`config.mk`:
```
export PLATFORM = sky130hd
export DESIGN_NAME = led_bar_graph_peak_decay
export DESIGN_NICKNAME = d
export VERILOG_FILES = /design/src/rtl/lbgpd_pkg.sv /design/src/rtl/lbgpd_front.sv /design/src/rtl/lbgpd_queue.sv /design/src/rtl/lbgpd_back.sv /design/src/rtl/led_bar_graph_peak_decay.sv
export SDC_FILE = /design/constraint.sdc
export NUM_CORES = 1
export LEC_CHECK = 0
export ABC_AREA = 1
export BUFFER_PORTS_ARGS = -buffer_cell sky130_fd_sc_hd__buf_4
export CORE_MARGIN = 2
export CORE_UTILIZATION = 45
export CTS_CLUSTER_SIZE = 24
export DETAILED_ROUTE_END_ITERATION = 10
export GPL_TIMING_DRIVEN = 1
export SLEW_MARGIN = 20
export SYNTH_ARGS = -nofsm -noshare
export SYNTH_HDL_FRONTEND = slang
export SYNTH_HIERARCHICAL = 1
export SYNTH_SLANG_ARGS = --single-unit
export TNS_END_PERCENT = 20
```
`constraint.sdc`:
```
create_clock -name clk -period 7.1 [get_ports clk]
set_clock_uncertainty 0.1 [all_clocks]
set_input_delay 0.71 -clock clk [delete_from_list [all_inputs] [get_ports clk]]
set_output_delay 0.71 -clock clk [all_outputs]
set_load 0.02 [all_outputs]
```
`src/rtl/lbgpd_pkg.sv`:
```
// Shared constants and types for the bar graph peak decay renderer.
package lbgpd_pkg;

    localparam int COLUMNS   = 8;
    localparam int ROWS      = 32;
    localparam int MAX_EMIT  = 32;
    localparam int EMIT_ROWS = (ROWS > MAX_EMIT) ? MAX_EMIT : ROWS;
    localparam int COL_IDX_W = (COLUMNS > 1) ? $clog2(COLUMNS) : 1;

    localparam int COL_W    = 3;
    localparam int HEIGHT_W = 8;
    localparam int ROW_W    = 5;
    localparam int COLOUR_W = 24;
    localparam int IN_W     = 16;
    localparam int OUT_W    = 32;
    localparam int CFG_W    = 24;

    localparam logic [ROW_W-1:0]    LAST_ROW     = ROW_W'(EMIT_ROWS - 1);
    localparam logic [COLOUR_W-1:0] DIM_COLOUR   = 24'h000001;
    localparam logic [HEIGHT_W-1:0] DECAY_RESET  = 8'd1;
    localparam logic [COLOUR_W-1:0] COLOUR_RESET = 24'hFFFFFF;

    typedef enum logic [0:0] {
        REG_DECAY  = 1'b0,
        REG_COLOUR = 1'b1
    } cfg_reg_t;

    // One column to draw, as handed from the front part to the back part.
    typedef struct packed {
        logic [COL_W-1:0]    column;
        logic [HEIGHT_W-1:0] height;
    } bar_job_t;

endpackage

```
`src/rtl/lbgpd_front.sv`:
```
// Input side: takes a beat, updates the stored column height and queues the column.
module lbgpd_front
    import lbgpd_pkg::*;
(
    input  logic                clk,
    input  logic                rst_n,
    input  logic                s_tvalid,
    output logic                s_tready,
    input  logic [IN_W-1:0]     s_tdata,   // column_index[2:0], new_height[10:3], zero pad
    input  logic [HEIGHT_W-1:0] decay_amount,
    input  logic                q_full,
    output logic                q_push,
    output bar_job_t            q_job
);

    logic [HEIGHT_W-1:0]  heights_reg [COLUMNS];
    logic [COL_W-1:0]     col;
    logic [HEIGHT_W-1:0]  fresh;
    logic [HEIGHT_W-1:0]  stored;
    logic [HEIGHT_W-1:0]  height_next;
    logic [COL_IDX_W-1:0] idx;
    logic                 in_range;
    logic                 accept;

    assign col      = s_tdata[COL_W-1:0];
    assign fresh    = s_tdata[COL_W +: HEIGHT_W];
    assign in_range = 32'(col) < COLUMNS;
    assign idx      = col[COL_IDX_W-1:0];
    assign stored   = heights_reg[idx];

    assign s_tready = !q_full;
    assign accept   = s_tvalid && !q_full;
    assign q_push   = accept && in_range;

    always_comb
    begin
        priority if (fresh >= stored)
        begin
            height_next = fresh;
        end
        else if (stored > decay_amount)
        begin
            height_next = stored - decay_amount;
        end
        else
        begin
            height_next = '0;
        end
    end

    assign q_job.column = col;
    assign q_job.height = height_next;

    always_ff @(posedge clk or negedge rst_n)
    begin
        if (!rst_n)
        begin
            for (int i = 0; i < COLUMNS; i++)
            begin
                heights_reg[i] <= '0;
            end
        end
        else if (q_push)
        begin
            heights_reg[idx] <= height_next;
        end
    end

endmodule

```
`src/rtl/lbgpd_queue.sv`:
```
// Two-entry queue of column jobs between the front and back parts.
module lbgpd_queue
    import lbgpd_pkg::*;
(
    input  logic     clk,
    input  logic     rst_n,
    input  logic     push,
    input  bar_job_t job_in,
    output logic     full,
    input  logic     pop,
    output logic     job_valid,
    output bar_job_t job_out
);

    localparam logic [1:0] DEPTH = 2'd2;

    bar_job_t   entries_reg [2];
    logic       wr_ptr_reg;
    logic       rd_ptr_reg;
    logic [1:0] count_reg;
    logic [1:0] count_next;

    assign full      = (count_reg == DEPTH);
    assign job_valid = (count_reg != 2'd0);
    assign job_out   = entries_reg[rd_ptr_reg];

    always_comb
    begin
        count_next = count_reg;
        if (push && !pop)
        begin
            count_next = count_reg + 2'd1;
        end
        else if (pop && !push)
        begin
            count_next = count_reg - 2'd1;
        end
    end

    always_ff @(posedge clk)
    begin
        if (push)
        begin
            entries_reg[wr_ptr_reg] <= job_in;
        end
    end

    always_ff @(posedge clk or negedge rst_n)
    begin
        if (!rst_n)
        begin
            wr_ptr_reg <= 1'b0;
            rd_ptr_reg <= 1'b0;
            count_reg  <= 2'd0;
        end
        else
        begin
            if (push)
            begin
                wr_ptr_reg <= !wr_ptr_reg;
            end
            if (pop)
            begin
                rd_ptr_reg <= !rd_ptr_reg;
            end
            count_reg <= count_next;
        end
    end

endmodule

```
`src/rtl/lbgpd_back.sv`:
```
// Output side: walks the rows of one column and drives the pixel beats.
module lbgpd_back
    import lbgpd_pkg::*;
(
    input  logic                clk,
    input  logic                rst_n,
    input  logic                job_valid,
    input  bar_job_t            job_in,
    output logic                pop,
    input  logic [COLOUR_W-1:0] bar_colour,
    output logic                m_tvalid,
    input  logic                m_tready,
    output logic [OUT_W-1:0]    m_tdata,
    output logic                m_tlast
);

    logic                busy_reg;
    bar_job_t            job_reg;
    logic [ROW_W-1:0]    row_reg;
    logic                out_valid_reg;
    logic [OUT_W-1:0]    out_data_reg;
    logic                out_last_reg;
    logic                load_out;
    logic                row_last;
    logic [COLOUR_W-1:0] colour_next;

    assign row_last = (row_reg == LAST_ROW);
    assign load_out = busy_reg && (!out_valid_reg || m_tready);
    // Take the next job when idle or while the final row of this one goes out.
    assign pop      = job_valid && (!busy_reg || (load_out && row_last));

    assign colour_next = ({{(HEIGHT_W-ROW_W){1'b0}}, row_reg} > job_reg.height) ?
                         DIM_COLOUR : bar_colour;

    always_ff @(posedge clk)
    begin
        if (pop)
        begin
            job_reg <= job_in;
        end
        if (load_out)
        begin
            out_data_reg <= {colour_next, row_reg, job_reg.column};
            out_last_reg <= row_last;
        end
    end

    always_ff @(posedge clk or negedge rst_n)
    begin
        if (!rst_n)
        begin
            busy_reg      <= 1'b0;
            row_reg       <= '0;
            out_valid_reg <= 1'b0;
        end
        else
        begin
            if (pop)
            begin
                busy_reg <= 1'b1;
                row_reg  <= '0;
            end
            else if (load_out)
            begin
                if (row_last)
                begin
                    busy_reg <= 1'b0;
                end
                else
                begin
                    row_reg <= row_reg + 1'b1;
                end
            end

            if (load_out)
            begin
                out_valid_reg <= 1'b1;
            end
            else if (m_tready)
            begin
                out_valid_reg <= 1'b0;
            end
        end
    end

    assign m_tvalid = out_valid_reg;
    assign m_tdata  = out_data_reg;
    assign m_tlast  = out_last_reg;

endmodule

```
`src/rtl/led_bar_graph_peak_decay.sv`:
```
// Top level of the bar graph renderer with peak hold and decay.
//
//  channel | direction | payload
//  s_*     | in        | tdata: column_index[2:0], new_height[10:3]
//  m_*     | out       | tdata: out_column[2:0], out_row[7:3], pixel_colour[31:8]; tlast
//  cfg_*   | in        | index 0 decay_amount, index 1 bar_colour
//
// The back part sends one pixel beat per cycle while m_tready is high, one per row.
// A column goes via a queue entry and the job register into the output register.
// Reset clears all heights, sets decay_amount to 1 and bar_colour to 0xFFFFFF.
// With m_tready low the output beat holds; the front keeps taking beats until the
// two-entry queue is full, so up to three columns can wait behind the one on the output.
module led_bar_graph_peak_decay
    import lbgpd_pkg::*;
(
    input  logic             clk,
    input  logic             rst_n,
    input  logic             s_tvalid,
    output logic             s_tready,
    input  logic [IN_W-1:0]  s_tdata,   // column_index[2:0], new_height[10:3], zero pad
    output logic             m_tvalid,
    input  logic             m_tready,
    output logic [OUT_W-1:0] m_tdata,   // out_column[2:0], out_row[7:3], pixel_colour[31:8]
    output logic             m_tlast,   // last_pixel
    input  logic             cfg_wr_en,
    input  cfg_reg_t         cfg_index,
    input  logic [CFG_W-1:0] cfg_data
);

    logic [HEIGHT_W-1:0] decay_reg;
    logic [COLOUR_W-1:0] colour_reg;
    logic                q_push;
    logic                q_full;
    logic                q_pop;
    logic                q_valid;
    bar_job_t            q_job_in;
    bar_job_t            q_job_out;

    always_ff @(posedge clk or negedge rst_n)
    begin
        if (!rst_n)
        begin
            decay_reg  <= DECAY_RESET;
            colour_reg <= COLOUR_RESET;
        end
        else if (cfg_wr_en)
        begin
            unique case (cfg_index)
                REG_DECAY:  decay_reg  <= cfg_data[HEIGHT_W-1:0];
                REG_COLOUR: colour_reg <= cfg_data[COLOUR_W-1:0];
                default:    ;
            endcase
        end
    end

    lbgpd_front u_front (
        .clk          (clk),
        .rst_n        (rst_n),
        .s_tvalid     (s_tvalid),
        .s_tready     (s_tready),
        .s_tdata      (s_tdata),
        .decay_amount (decay_reg),
        .q_full       (q_full),
        .q_push       (q_push),
        .q_job        (q_job_in)
    );

    lbgpd_queue u_queue (
        .clk       (clk),
        .rst_n     (rst_n),
        .push      (q_push),
        .job_in    (q_job_in),
        .full      (q_full),
        .pop       (q_pop),
        .job_valid (q_valid),
        .job_out   (q_job_out)
    );

    lbgpd_back u_back (
        .clk        (clk),
        .rst_n      (rst_n),
        .job_valid  (q_valid),
        .job_in     (q_job_out),
        .pop        (q_pop),
        .bar_colour (colour_reg),
        .m_tvalid   (m_tvalid),
        .m_tready   (m_tready),
        .m_tdata    (m_tdata),
        .m_tlast    (m_tlast)
    );

endmodule

```
==> results_dict.tcl <==
set metrics [dict create \
    drive_gt1_share_pct 20.93 \
    cts_tree "yes" \
    grt_first_pass_wirelength_mm 29.46 \
    wirelength_mm 17.77 \
    dieArea_mm2 0.01967 \
    power.density_mw_per_mm2 397.6 \
    yosysWarningCount 6 \
    vias 5858 \
    area_growth_syn_to_layout_pct 15.38 \
    total_leakage_power_nw 4.778 \
    syn-num-nets 950 \
    vdd_ir_drop_max_v 0.0002077 \
    cp.required_ns 7.36 \
    cts-root-buf "clkbuf_16" \
    die_h_um 140.2 \
    tns_ns 0 \
    design.portCount 81 \
    finalMaxSlewViolations 0 \
    post_cts_resized 0 \
    finalHoldViolCount 0 \
    portBuffers 75 \
    critPathCaptureType "flop" \
    cp.arrival_ns 3.56 \
    dpl_cell_area_mm2 0.009055 \
    crit_fanout 10 \
    drc 0 \
    grt_start_max_net_pins 67 \
    netlist.top_cell.by_area "dfrtp_1" \
    grt_use_total_pct 19.02 \
    setup_viol_count_final 0 \
    path_clk_slew_ns 0.07 \
    syn-cell-area_mm2 0.008353 \
    cts_buffers 17 \
    cts_setup_buffers 0 \
    fin_crit_ns 3.300 \
    core_area_mm2 0.01809 \
    status "finished clean" \
    antenna_found_initial 0 \
    synth_edf_count 66 \
    syn_avg_cell_area_um2 9.514 \
    hold_path_class "primary input to asynchronous set/reset pin" \
    row_count 49 \
    hpwl_mm 12.05 \
    ys_ff_latch 173 \
    clock.fmax_mhz 303.0 \
    grt_pass1_vias 5737 \
    grt_overflow 0 \
    yosysMostFrequentCell "nand2_1" \
    seq_area_frac_synth_pct 56.16 \
    max_slew_margin_pct 36.90 \
    multi_input_area_mm2 0.003060 \
    synthArstFlopShare_pct 61.85 \
    yosys-top-cells-count "nand2_1, inv_1, dfrtp_1" \
    maxCapViolCount 0 \
    criticalPathCategory "primary input to flop" \
    clkSinkCount 173 \
    cts_htree_levels 4 \
    fin_area_mm2 0.009638 \
    die_x_um 140.2 \
    power.total_mw 3.832 \
    synth.top_cell.area_share_pct 24.57 \
    netlist-cell-type-count 36 \
    route.detailed.wl_per_inst_um 14.82 \
    worstSetupStartpointType "primary input" \
    drt_iter0_markers 460 \
    ys_top_cells_by_area "dfrtp_1, edfxtp_1, nand2_1" \
    syn_inst 878 \
    gp_congestion 0.7946 \
    finalCritPeriodShare_pct 46.48 \
    antenna_cells 0 \
    fill_cells 1604 \
    worst_slew_pin_slew_ns 0.9431 \
    drt-vias-per-instance 4.886 \
    largest_reg_flops 64 \
    ctsLongestPathBuffers 2 \
    ant_nets 0 \
    synthFlopType "dfrtp_1" \
    clock_latency_ns 0.42 \
    fin_nets 1029 \
    seq_area_mm2 0.004691 \
    firstDrtPassIters 5 \
    rsz0062_at_grt "no" \
    cts_hold_buffers 0 \
    initial_core_util_pct 46.18 \
]
-- per-layer routing --
layer  GRT usage, %  vias to the layer above  wire length [um]
met1          25.90                     2744              8326
met5              0                        -                 0
met4          5.635                        0               178
li1               -                     2954                 -
met2          31.48                      146              8434
met3          3.282                       14               834
-- path summary, 6_finish.rpt --
path	depth (start not counted)	to	startpoint	slack, ns
min	1	u_back/m_tvalid$_DFFE_PN0P_	rst_n	0.18
max reg2reg	13	u_queue/count_reg[1]$_DFFE_PN0P_	u_back/row_reg[1]$_DFFE_PN0P_	4.28
min reg2reg	0	u_back/m_tdata[0]$_DFFE_PP_	u_back/job_reg[8]$_DFFE_PP_	0.32
min in group clk	0	u_back/m_tdata[0]$_DFFE_PP_	u_back/job_reg[8]$_DFFE_PP_	0.32
max in group asynchronous	2	u_front/heights_reg[11]$_DFFE_PN0P_	rst_n	5.46
max	19	u_front/heights_reg[12]$_DFFE_PN0P_	s_tdata[1]	3.80
-- cells in the final DEF, fill, tap and decap left out, types with 2 or more instances in the layout --
cell,n
a21oi_1,12
a21oi_2,19
a221oi_1,4
a22o_1,9
a22oi_1,7
and3_1,3
buf_4,77
bufinv_16,2
clkbuf_1,2
clkbuf_16,17
clkinv_2,2
clkinv_4,2
clkinvlp_4,3
dfrtp_1,82
dfstp_2,25
edfxtp_1,66
ha_1,25
inv_1,116
inv_6,3
mux2_2,2
mux2_4,9
nand2_1,353
nand2_2,12
nand2_4,12
nand3_1,48
nand3b_1,2
nand4_1,8
nor2_1,14
nor2_2,11
o21ai_0,3
o2bb2ai_1,4
xnor2_1,2
xor2_1,4
-- metrics by stage --
stage / hold WS [ns] / util (%) / worst slack [ns] / instances
4_1_cts: 0.1881 / 53.29 / 3.815 / 1199
3_5_place_dp: 0.3156 / 50.07 / 3.387 / 1167
3_3_place_gp: 0.3129 / 50.07 / 3.388 / 1167
5_1_grt: 0.2241 / 53.29 / 3.596 / 1199
2_1_floorplan: 0.3003 / - / 4.022 / 878
6_report: 0.1788 / 53.29 / 3.800 / 1199
-- cell families after synthesis --
family / synth area share, %
muxes: 1.887
xor gates and xnor gates: 0.6291
adders and majority gates: 3.984
and+or+nand+nor: 24.72
AOI/OAI and AO/OA: 5.392
DFF: 56.16
buffers and inverters: 7.235
-- final cells by class --
| type | count | area share, % |
|---|---|---|
| repair buffers | 77 | 5.998 |
| flip-flops and latches | 173 | 48.67 |
| well taps | 229 | 2.973 |
| clock inverters | 12 | 1.415 |
| multi-input cells | 571 | 31.75 |
| clock buffers | 20 | 4.635 |
| inverters | 117 | 4.557 |
-- report_power, final --
group	internal [mW]	switching, mW
logic	0.479	0.800
clock network	0.531	0.390
registers	1.45	0.179
-- critical path: stages --
cell and delay (ns):
buf_4 0.14, inv_1 0.08, nand3_1 0.19, inv_1 0.17, nand2_1 0.12, nand2_1 0.07
a221oi_1 0.43, nand2_1 0.19, ha_1 0.41, nand2_2 0.08, nor2_2 0.13, nand3_1 0.07
nand2_1 0.08, nand2_2 0.08, nor2_8 0.20, nand2_2 0.09, nand2_4 0.17, nand2_1 0.08
nand2_1 0.07
Note: power is estimated with default switching activity, not from simulation.
